==> config.mk <==
export PLATFORM = sky130hd
export DESIGN_NAME = rgb_to_hsv_converter
export DESIGN_NICKNAME = d
export VERILOG_FILES = /design/src/rtl/rgbhsv_pkg.sv /design/src/rtl/rgb_to_hsv_converter.sv /design/src/rtl/rgbhsv_front.sv /design/src/rtl/rgbhsv_queue.sv /design/src/rtl/rgbhsv_back.sv
export SDC_FILE = /design/constraint.sdc
export NUM_CORES = 2
export LEC_CHECK = 0
export ABC_AREA = 1
export BUFFER_PORTS_ARGS = -buffer_cell sky130_fd_sc_hd__buf_2
export CORE_MARGIN = 5
export CORE_UTILIZATION = 50
export CTS_CLUSTER_DIAMETER = 120
export CTS_CLUSTER_SIZE = 30
export DETAILED_ROUTE_END_ITERATION = 12
export GPL_TIMING_DRIVEN = 0
export PLACE_DENSITY = 0.76
export SYNTH_ARGS = -nofsm -noshare
export SYNTH_HDL_FRONTEND = slang
export SYNTH_SLANG_ARGS = --single-unit
==> constraint.sdc <==
create_clock -name clk -period 77.5 [get_ports clk]
set_input_delay 7.75 -clock clk [delete_from_list [all_inputs] [get_ports clk]]
set_output_delay 7.75 -clock clk [all_outputs]
set_load 0.005 [all_outputs]
==> src/rtl/rgbhsv_pkg.sv <==
// Shared types and constants for the RGB to HSV converter.
// Depends on nothing; every other file of the block imports it.
`default_nettype none

package rgbhsv_pkg;

	// Width of every pixel channel and of every result field.
	localparam int CH_W = 16;

	// Width of the hue numerator and denominator (up to six times the chroma).
	localparam int HX_W = CH_W + 3;

	localparam int FRACTION_BITS_DEF = 15;
	localparam int QUEUE_DEPTH_DEF = 4;

	// One classified pixel, handed from the front end to the divider pipeline.
	typedef struct packed {
		logic            gray;    // chroma is zero
		logic            neg;     // hue numerator is negative
		logic [CH_W-1:0] vmax;    // value, also the saturation divisor
		logic [CH_W-1:0] chroma;  // saturation dividend
		logic [HX_W-1:0] hnum;    // magnitude of the hue numerator
		logic [HX_W-1:0] hden;    // six times the chroma
	} item_t;

endpackage

`default_nettype wire

==> src/rtl/rgb_to_hsv_converter.sv <==
// RGB to HSV converter, one pixel beat in and one HSV beat out.
// Each accepted beat passes the front-end register, the queue, the divider stages and the output register.
// Throughput: one beat per cycle while hsv_stall is low; the divider pipeline gives one quotient bit a stage.
// Reset (arst_n low, asynchronous) empties the queue and clears all valid flags.
// Depends on rgbhsv_pkg, rgbhsv_front, rgbhsv_queue and rgbhsv_back.
`default_nettype none

module rgb_to_hsv_converter #(
	parameter int FRACTION_BITS = rgbhsv_pkg::FRACTION_BITS_DEF,
	parameter int QUEUE_DEPTH   = rgbhsv_pkg::QUEUE_DEPTH_DEF
) (
	input  wire                          clk,
	input  wire                          arst_n,
	input  wire                          pix_valid,
	output logic                         pix_stall,
	input  wire  [rgbhsv_pkg::CH_W-1:0]  red,
	input  wire  [rgbhsv_pkg::CH_W-1:0]  green,
	input  wire  [rgbhsv_pkg::CH_W-1:0]  blue,
	output logic                         hsv_valid,
	input  wire                          hsv_stall,
	output logic [rgbhsv_pkg::CH_W-1:0]  hue,
	output logic [rgbhsv_pkg::CH_W-1:0]  saturation,
	output logic [rgbhsv_pkg::CH_W-1:0]  brightness
);
	import rgbhsv_pkg::*;

	// The front end registers each accepted beat after clamping the channels
	// and working out value, chroma and the hue sector. The hue numerator is
	// kept as a magnitude with a sign flag; only the red sector can be
	// negative, when green is below blue.
	//
	// A short queue separates it from the back end, so a stalled output only
	// reaches pix_stall once the queue has filled up.
	//
	// The back end runs two restoring dividers side by side, saturation as
	// chroma over value and hue as numerator over six times chroma, one
	// quotient bit per stage. The last step folds negative hue back into the
	// turn and forces gray pixels to zero hue and saturation.

	logic  push, pop, q_full, q_empty;
	item_t front_item, head_item;

	rgbhsv_front #(
		.FRACTION_BITS(FRACTION_BITS)
	) u_front (
		.clk       (clk),
		.arst_n    (arst_n),
		.pix_valid (pix_valid),
		.pix_stall (pix_stall),
		.red       (red),
		.green     (green),
		.blue      (blue),
		.q_full    (q_full),
		.push      (push),
		.item      (front_item)
	);

	rgbhsv_queue #(
		.DEPTH(QUEUE_DEPTH)
	) u_queue (
		.clk     (clk),
		.arst_n  (arst_n),
		.push    (push),
		.wr_item (front_item),
		.pop     (pop),
		.head    (head_item),
		.full    (q_full),
		.empty   (q_empty)
	);

	rgbhsv_back #(
		.FRACTION_BITS(FRACTION_BITS)
	) u_back (
		.clk        (clk),
		.arst_n     (arst_n),
		.q_empty    (q_empty),
		.head       (head_item),
		.pop        (pop),
		.hsv_valid  (hsv_valid),
		.hsv_stall  (hsv_stall),
		.hue        (hue),
		.saturation (saturation),
		.brightness (brightness)
	);

endmodule

`default_nettype wire

==> src/rtl/rgbhsv_front.sv <==
// Front end of the RGB to HSV converter: accepts pixels, clamps channels,
// finds value, chroma, hue sector and divider operands. Uses rgbhsv_pkg.
`default_nettype none

module rgbhsv_front #(
	parameter int FRACTION_BITS = rgbhsv_pkg::FRACTION_BITS_DEF
) (
	input  wire                          clk,
	input  wire                          arst_n,
	input  wire                          pix_valid,
	output logic                         pix_stall,
	input  wire  [rgbhsv_pkg::CH_W-1:0]  red,
	input  wire  [rgbhsv_pkg::CH_W-1:0]  green,
	input  wire  [rgbhsv_pkg::CH_W-1:0]  blue,
	input  wire                          q_full,
	output logic                         push,
	output rgbhsv_pkg::item_t            item
);
	import rgbhsv_pkg::*;

	localparam int EW = (FRACTION_BITS + 1 > CH_W) ? FRACTION_BITS + 1 : CH_W;
	localparam logic [EW-1:0] ONE_E = EW'(1) << FRACTION_BITS;

	typedef enum logic [1:0] {
		SEC_RED,
		SEC_GREEN,
		SEC_BLUE
	} sector_t;

	function automatic logic [CH_W-1:0] clamp(input logic [CH_W-1:0] v);
		logic [EW-1:0] ve;
		ve = EW'(v);
		return (ve > ONE_E) ? CH_W'(ONE_E) : v;
	endfunction

	logic [CH_W-1:0] r, g, b, vmax, vmin, chroma;
	sector_t         sector;
	item_t           item_d;
	item_t           item_s1;
	logic            valid_s1;

	always_comb begin
		r = clamp(red);
		g = clamp(green);
		b = clamp(blue);

		vmax = r;
		if (g > vmax) begin
			vmax = g;
		end
		if (b > vmax) begin
			vmax = b;
		end
		vmin = r;
		if (g < vmin) begin
			vmin = g;
		end
		if (b < vmin) begin
			vmin = b;
		end
		chroma = vmax - vmin;

		// Red wins a tie with green, green wins a tie with blue.
		priority if (vmax == r) begin
			sector = SEC_RED;
		end else if (vmax == g) begin
			sector = SEC_GREEN;
		end else begin
			sector = SEC_BLUE;
		end

		item_d.gray   = (chroma == '0);
		item_d.vmax   = vmax;
		item_d.chroma = chroma;
		item_d.hden   = (HX_W'(chroma) << 2) + (HX_W'(chroma) << 1);
		item_d.neg    = 1'b0;
		unique case (sector)
			SEC_RED: begin
				// Only this sector can go negative: green below blue.
				item_d.neg  = (g < b);
				item_d.hnum = (g < b) ? HX_W'(b - g) : HX_W'(g - b);
			end
			SEC_GREEN: begin
				item_d.hnum = HX_W'(b) + (HX_W'(chroma) << 1) - HX_W'(r);
			end
			SEC_BLUE: begin
				item_d.hnum = HX_W'(r) + (HX_W'(chroma) << 2) - HX_W'(g);
			end
			default: begin
				item_d.hnum = '0;
			end
		endcase
	end

	assign pix_stall = valid_s1 && q_full;
	assign push      = valid_s1 && !q_full;
	assign item      = item_s1;

	always_ff @(posedge clk or negedge arst_n) begin
		if (!arst_n) begin
			valid_s1 <= 1'b0;
		end else if (!pix_stall) begin
			valid_s1 <= pix_valid;
		end
	end

	always_ff @(posedge clk) begin
		if (!pix_stall && pix_valid) begin
			item_s1 <= item_d;
		end
	end

endmodule

`default_nettype wire

==> src/rtl/rgbhsv_queue.sv <==
// Short FIFO of classified pixels between the front end and the dividers.
// Uses rgbhsv_pkg for the entry type.
`default_nettype none

module rgbhsv_queue #(
	parameter int DEPTH = rgbhsv_pkg::QUEUE_DEPTH_DEF
) (
	input  wire                clk,
	input  wire                arst_n,
	input  wire                push,
	input  rgbhsv_pkg::item_t  wr_item,
	input  wire                pop,
	output rgbhsv_pkg::item_t  head,
	output logic               full,
	output logic               empty
);
	import rgbhsv_pkg::*;

	localparam int PW = $clog2(DEPTH);
	localparam int NW = $clog2(DEPTH + 1);

	item_t          mem_q [DEPTH];
	logic [PW-1:0]  wr_ptr_q, rd_ptr_q;
	logic [NW-1:0]  count_q;

	assign full  = (count_q == NW'(DEPTH));
	assign empty = (count_q == '0);
	assign head  = mem_q[rd_ptr_q];

	always_ff @(posedge clk or negedge arst_n) begin
		if (!arst_n) begin
			wr_ptr_q <= '0;
			rd_ptr_q <= '0;
			count_q  <= '0;
		end else begin
			if (push) begin
				wr_ptr_q <= (wr_ptr_q == PW'(DEPTH - 1)) ? '0 : wr_ptr_q + 1'b1;
			end
			if (pop) begin
				rd_ptr_q <= (rd_ptr_q == PW'(DEPTH - 1)) ? '0 : rd_ptr_q + 1'b1;
			end
			if (push && !pop) begin
				count_q <= count_q + 1'b1;
			end else if (pop && !push) begin
				count_q <= count_q - 1'b1;
			end
		end
	end

	always_ff @(posedge clk) begin
		if (push) begin
			mem_q[wr_ptr_q] <= wr_item;
		end
	end

endmodule

`default_nettype wire

==> src/rtl/rgbhsv_back.sv <==
// Back end of the RGB to HSV converter: two restoring dividers, one quotient
// bit per stage, and the output register. Uses rgbhsv_pkg.
`default_nettype none

module rgbhsv_back #(
	parameter int FRACTION_BITS = rgbhsv_pkg::FRACTION_BITS_DEF
) (
	input  wire                          clk,
	input  wire                          arst_n,
	input  wire                          q_empty,
	input  rgbhsv_pkg::item_t            head,
	output logic                         pop,
	output logic                         hsv_valid,
	input  wire                          hsv_stall,
	output logic [rgbhsv_pkg::CH_W-1:0]  hue,
	output logic [rgbhsv_pkg::CH_W-1:0]  saturation,
	output logic [rgbhsv_pkg::CH_W-1:0]  brightness
);
	import rgbhsv_pkg::*;

	localparam int QB  = FRACTION_BITS + 1;
	localparam int SRW = CH_W + 1;
	localparam int HRW = HX_W + 1;
	localparam int OW  = (QB > CH_W) ? QB : CH_W;
	localparam logic [QB-1:0] ONE_Q = QB'(1) << FRACTION_BITS;

	// Stage registers, indexed by the quotient step they hold the result of.
	logic            valid_sk [QB];
	logic            gray_sk  [QB];
	logic            neg_sk   [QB];
	logic [CH_W-1:0] sden_sk  [QB];
	logic [HX_W-1:0] hden_sk  [QB];
	logic [SRW-1:0]  srem_sk  [QB];
	logic [HRW-1:0]  hrem_sk  [QB];
	logic [QB-1:0]   squo_sk  [QB];
	logic [QB-1:0]   hquo_sk  [QB];

	logic            hsv_valid_q;
	logic [CH_W-1:0] hue_q, saturation_q, brightness_q;
	logic            en;

	// The whole pipeline moves together whenever the output slot is free.
	assign en  = !hsv_valid_q || !hsv_stall;
	assign pop = en && !q_empty;

	for (genvar k = 0; k < QB; k++) begin : g_stage
		logic [SRW-1:0]  srem_in, srem_out;
		logic [HRW-1:0]  hrem_in, hrem_out;
		logic [QB-1:0]   squo_in, hquo_in;
		logic [CH_W-1:0] sden;
		logic [HX_W-1:0] hden;
		logic            sbit, hbit, vin, gin, nin;

		if (k == 0) begin : g_first
			// First step yields the integer bit: dividend never exceeds divisor.
			assign srem_in = SRW'(head.chroma);
			assign hrem_in = HRW'(head.hnum);
			assign squo_in = '0;
			assign hquo_in = '0;
			assign sden    = head.vmax;
			assign hden    = head.hden;
			assign vin     = !q_empty;
			assign gin     = head.gray;
			assign nin     = head.neg;
		end else begin : g_next
			assign srem_in = srem_sk[k-1] << 1;
			assign hrem_in = hrem_sk[k-1] << 1;
			assign squo_in = squo_sk[k-1];
			assign hquo_in = hquo_sk[k-1];
			assign sden    = sden_sk[k-1];
			assign hden    = hden_sk[k-1];
			assign vin     = valid_sk[k-1];
			assign gin     = gray_sk[k-1];
			assign nin     = neg_sk[k-1];
		end

		assign sbit     = (srem_in >= SRW'(sden));
		assign srem_out = sbit ? srem_in - SRW'(sden) : srem_in;
		assign hbit     = (hrem_in >= HRW'(hden));
		assign hrem_out = hbit ? hrem_in - HRW'(hden) : hrem_in;

		always_ff @(posedge clk or negedge arst_n) begin
			if (!arst_n) begin
				valid_sk[k] <= 1'b0;
			end else if (en) begin
				valid_sk[k] <= vin;
			end
		end

		always_ff @(posedge clk) begin
			if (en) begin
				gray_sk[k] <= gin;
				neg_sk[k]  <= nin;
				sden_sk[k] <= sden;
				hden_sk[k] <= hden;
				srem_sk[k] <= srem_out;
				hrem_sk[k] <= hrem_out;
				squo_sk[k] <= {squo_in[QB-2:0], sbit};
				hquo_sk[k] <= {hquo_in[QB-2:0], hbit};
			end
		end
	end

	logic [QB-1:0] hue_full, sat_full;
	logic [OW-1:0] hue_ext, sat_ext;

	always_comb begin
		// Gray pixels (black included) get zero hue and zero saturation.
		if (gray_sk[QB-1]) begin
			hue_full = '0;
			sat_full = '0;
		end else begin
			hue_full = neg_sk[QB-1] ? ONE_Q - hquo_sk[QB-1] : hquo_sk[QB-1];
			sat_full = squo_sk[QB-1];
		end
		hue_ext = OW'(hue_full);
		sat_ext = OW'(sat_full);
	end

	always_ff @(posedge clk or negedge arst_n) begin
		if (!arst_n) begin
			hsv_valid_q <= 1'b0;
		end else if (en) begin
			hsv_valid_q <= valid_sk[QB-1];
		end
	end

	always_ff @(posedge clk) begin
		if (en) begin
			hue_q        <= hue_ext[CH_W-1:0];
			saturation_q <= sat_ext[CH_W-1:0];
			brightness_q <= sden_sk[QB-1];
		end
	end

	assign hsv_valid  = hsv_valid_q;
	assign hue        = hue_q;
	assign saturation = saturation_q;
	assign brightness = brightness_q;

endmodule

`default_nettype wire

# Yosys cells after proc, flatten, opt, wreduce, memory -nomap -nowiden
# Memories as Yosys holds them, arrays and structs flattened. A register that Yosys moved wholly into a read port is not among the register bits.
# Cells that the tools add are included.
[op_classes]
addsub = 45
n_lt_le_gt_ge = 40
n_eq_ne = 7
muxes = 52
n_reduce_logical = 18
[op_table]
columns = ["op", "count"]
rows = [
  ["20-bit 2-to-1 mux", 16],
  ["20-bit by 19-bit greater-or-equal comparator with 1-bit output", 15],
  ["20-bit by 19-bit subtractor with 20-bit output", 15],
  ["17-bit 2-to-1 mux", 16],
  ["17-bit by 16-bit greater-or-equal comparator with 1-bit output", 15],
  ["17-bit by 16-bit subtractor with 17-bit output", 15],
  ["16-bit 2-to-1 mux", 8],
  ["19-bit one-hot mux with 3 select lines", 1],
  ["16-bit by 16-bit subtractor with 17-bit output", 3],
  ["16-bit > comparator (second input constant)", 3],
  ["16-bit less-than comparator", 3],
  ["19-bit by 16-bit subtractor with 19-bit output", 2],
  ["16-bit == test", 2],
  ["16-bit > comparator", 2],
  ["19-bit by 19-bit subtractor with 20-bit output", 1],
  ["16-bit by 18-bit adder with 19-bit output", 1],
  ["18-bit by 17-bit adder with 19-bit output", 1],
  ["19-bit greater-or-equal comparator", 1],
  ["19-bit 2-to-1 mux", 1],
  ["16-bit by 17-bit adder with 18-bit output", 1],
  ["16-bit greater-or-equal comparator", 1],
  ["16-bit logical NOT", 1],
  ["16-bit subtractor", 1],
  ["16-bit subtractor (first input constant)", 1],
  ["other kinds (15)", 36],
]
[word_totals]
register_bits = 113
mem_bits_rw = 1984
in_bits = 52
out_inout_bits = 50
wordCells = 199
n_memories = 9
[memory_table]
columns = ["memory", "depth", "word_bits", "read_ports", "rd_clocked_by_memory_dff", "wr", "line", "text"]
rows = [
  ["u_back.hrem_sk", 16, 20, 15, 0, 16, "rgbhsv_back.sv:34", "logic [HRW-1:0] hrem_sk [QB];"],
  ["u_back.hden_sk", 16, 19, 15, 0, 16, "rgbhsv_back.sv:32", "logic [HX_W-1:0] hden_sk [QB];"],
  ["u_queue.mem_q", 4, 72, 1, 0, 1, "rgbhsv_queue.sv:22", "item_t mem_q [DEPTH];"],
  ["u_back.srem_sk", 16, 17, 15, 0, 16, "rgbhsv_back.sv:33", "logic [SRW-1:0] srem_sk [QB];"],
  ["u_back.hquo_sk", 16, 16, 16, 0, 16, "rgbhsv_back.sv:36", "logic [QB-1:0] hquo_sk [QB];"],
  ["u_back.sden_sk", 16, 16, 16, 1, 16, "rgbhsv_back.sv:31", "logic [CH_W-1:0] sden_sk [QB];"],
  ["+3 memories", "--", "--", "--", "--", "--", "--", ""],
]

# Longest topological paths before layout
[logic_depth]
ltp_word = 11
ltp_mapped = 64

# By module
# Synthesis repeated with hierarchy kept, for this count alone.
[unflattened]
hier_cells = 12022
area_unflattened_um2 = 107297.9
[modules_own_cells]
columns = ["mod", "n_inst", "cells_per_inst", "area_each_um2", "seq_area_each_um2"]
rows = [
  ["rgbhsv_back", 1, 9566, 84466.0, 43006.2],
  ["rgbhsv_queue", 1, 891, 11780.0, 8823.5],
  ["rgbhsv_front", 1, 1565, 11051.8, 2127.0],
]

# Least setup slack after synthesis
# OpenSTA, ideal clock, no wires.
[synth_path]
kind = "input to register"
startpoint = "in hsv_stall"
endpoint = "reg u_back.valid_sk (netlist bit u_back.g_stage[11].vin)"
setup_time_ns = 1.591
arrival_time_ns = 46.865
path_slack_ns = 29.044
stages = 4
path_buffers = 2
cell_sequence = "nand2_1 -> clkbuf_1 -> clkbuf_1 -> a21oi_1"
[synth_between]
elab_chain_cells = 2
[synth_rtl]
columns = ["element", "line", "text"]
rows = [
  ["start: declaration", "rgb_to_hsv_converter.sv:20", "input wire hsv_stall,"],
  ["1-bit logical NOT", "rgbhsv_back.sv:43", "assign en = !hsv_valid_q || !hsv_stall;"],
  ["1-bit logical OR", "rgbhsv_back.sv:43", ""],
  ["named net u_back.en", "rgbhsv_back.sv:40", "logic en;"],
  ["end signal: indexed assignment", "rgbhsv_back.sv:86", "valid_sk[k] <= vin;"],
  ["end: declaration", "rgbhsv_back.sv:28", "logic valid_sk [QB];"],
]
# The timed path passes the listed nets, and every way through them passes these cells.
# A chain may end at the register's enable or synchronous reset.

==> qor.txt <==
Initial antenna violation count - 0
Vias post-DR - 60.3k
Remaining antenna violation count - 0
Routed WL per cell - 18.1 um
Critical Path RT - 77900 ps
Relative slew slack - 0.0856
Fin. max-slew vios - 0
PnR worst setup slack - 59280 ps
Cts hold-fix bufs - 0
Cells after Synth - 8306
Worst r2r src - u_queue.rd_ptr_q[0]
Most common cell after layout, fill and taps aside - edfxtp_1
Die H - 438 um
Leading area contributor after synthesis - edfxtp_1
CP startpoint - green[4]
P&R area growth vs syn - 6.67%
Commonest cells after routing, fill and taps aside - edfxtp_1, nand2_1, inv_1, a21oi_1, ha_1
Peak Freq - 0.0549 GHz
Layout Skew - 27.0 ps
First-pass GRT wire length - 312000 um
Post-CTS Setup Repair Bufs - 0
CTS tree - done
Yosys warning total - 0
DRT Pass-1 Iters - 6
Final hold violations - 0
Post-synth EDFFs - 1739
Synthesized Nets - 9129
Die width - 438 um
Outcome - finished, final reports clean
Min Hold Slack - 417 ps
Vias per cell - 5.53
Critical path launch point type - primary input
Crit. End Element - flip-flop
Syn Area/Cell - 11.0 um^2
Placer congestion estimate - 0.978
Clock latency at the later pin of the worst-skew pair - 690 ps
Max Cap Violations - 0
Post-route clock period utilization - 0.235
Site Rows - 157
Initial core utilization - 0.502
DRC - 0
CP arrival - 18620 ps
Maximum clock path buffer count - 3
Leading cell types by total area after synthesis - edfxtp_1, ha_1, nand2_1
Setup TNS - 0 ps
Final #Nets - 9331
Library cells used by synthesis - 79
R2r setup slk - 71400 ps
Setup WS pre-CTS - 58730 ps
Final setup fails - 0
Hold Path Class - reg -> reg
Post-cts resize count - 0
WS Path Type - in -> reg
Worst Reg-to-Reg Cells - 17
Crit path capture - u_front.item[34]
Overflow after GRT - 0
Largest net degree at the start of global routing - 77
Slowest cell on the critical path - xor2_1
Hpwl dp - 151000 um
Crit-path most repeated cell - nand2_1
Startpoint of the worst hold path - u_back.squo_sk[9][5]
Iteration-0 DRC Markers - 4191
Core area - 0.183 mm^2
Ys async rst share - 0.0142
Synth Flop Type - edfxtp_1
CTS Buf Count - 68
Max stage delay on crit path - 760 ps
Tmin final - 18220 ps
Critical R2R Capture - u_back.hrem_sk[0][18]
PortBufs - 101
Yosys reg bits - 1764
Top cell type's share of synthesized area - 0.570
Htree depth - 3
Number of global-route vias before repair - 61.4k
Actual slew at the worst max-slew pin - 1370 ps
GRT Resource Usage Total - 0.201
DIE AREA - 0.192 mm^2
Seq/Total Area, Yosys - 0.576
Mapped Area - 0.0917 mm^2
Critical-path maximum fanout - 10
Clock transition at path regs - 100 ps
Routed wire length - 197000 um
CTS sink cnt - 1764
Clk root buf - clkbuf_16
Layout cells sized above 1 - 0.0514
Unrepaired setup endpoints after global routing - no
IO Count - 102
how the worst min path moves through the flow:
stage                                        to  slack [ps]  cells after the start
final                     u_back.squo_sk[10][6]         420                      0
after CTS                  u_back.squo_sk[8][1]         420                      0
after floorplan            u_back.brightness[0]         400                      0
after detailed placement  u_back.brightness[14]         400                      0
after global placement    u_back.hquo_sk[1][50]         400                      0
after global routing       u_back.hquo_sk[1][4]         420                      0
cell families after synthesis:
kind of cell,count (synthesis),synth area share
AOI/OAI and AO/OA,1703,0.104
xor gates and xnor gates,501,0.0479
adders and majority gates,771,0.109
buffers and inverters,1212,0.0525
DFF,1764,0.576
muxes,8,0.000942
and+or+nand+nor,2347,0.109
critical path, delay by kind of cell:
kind            cells  cell delay [ps]
fa+ha+maj           5             1820
simple gates       19             2650
compound gates     17             3570
buf+inv            10             1930
xor+xnor            2              860
cells in the mapped netlist (9+ instances only):
cell / number
buf_2: 39
a221o_1: 23
a21oi_2: 16
o21ai_1: 55
nor3_1: 62
nor2_1: 580
or2_2: 18
o211ai_1: 23
nor4_1: 18
ha_1: 719
edfxtp_1: 1739
o21ai_2: 12
fa_1: 52
inv_1: 1034
nand2_1: 1246
buf_4: 23
nand3b_1: 9
nor3b_1: 10
nand4_1: 81
a31oi_1: 19
o21ai_0: 499
buf_6: 10
nand2_2: 27
o22ai_1: 35
xnor2_1: 284
clkbuf_1: 82
xor2_1: 217
a21o_1: 57
nand3_2: 25
o21bai_1: 23
nand3_1: 241
a32oi_1: 35
a21oi_1: 839
dfrtp_1: 25
sequential cells by signal, summed over array words and instances (netlist names), 2 cells and up:
name                count
u_back.brightness      16
u_back.sden_sk        256
u_front.item           70
u_back.saturation      16
u_back.hquo_sk        136
u_queue.rd_ptr_q        2
u_queue.wr_ptr_q        2
u_queue.count_q         3
u_queue.mem_q         280
u_back.srem_sk        240
u_back.hrem_sk        271
u_back.g_stage.vin     15
u_back.gray_sk         16
u_back.squo_sk        136
u_back.neg_sk          16
u_back.hue             16
u_back.hden_sk        270
metrics by stage:
stage | cell area [um^2] | utilization | std cells
2_1_floorplan | 91700 | - | 8306
3_3_place_gp | 95200 | 0.521 | 10800
3_5_place_dp | 96000 | 0.525 | 10800
4_1_cts | 97800 | 0.535 | 10900
5_1_grt | 97800 | 0.535 | 10900
6_report | 97800 | 0.535 | 10900
layer usage:
| layer | up-vias | track usage | wire, um |
|---|---|---|---|
| met5 | - | 0 | 0 |
| met4 | 0 | 0.0922 | 9490 |
| met3 | 488 | 0.0185 | 8010 |
| met2 | 1626 | 0.392 | 106000 |
| met1 | 28800 | 0.220 | 73800 |
| li1 | 29300 | - | - |
final cells by class:
class / count / area (um^2)
fill: 15000 / 84900
sequential: 1764 / 52800
multi-input combinational: 5330 / 34000
inverter: 1046 / 3940
tap: 2385 / 2980
clock buffer: 76 / 1770
timing repair buffer: 132 / 1290
buffer: 166 / 882
clock inverter: 2 / 25.0
antenna: 1 / 2.50
Power is not shown: default switching activity piles up to over one toggle a cycle in this logic, so the estimate is an artifact.
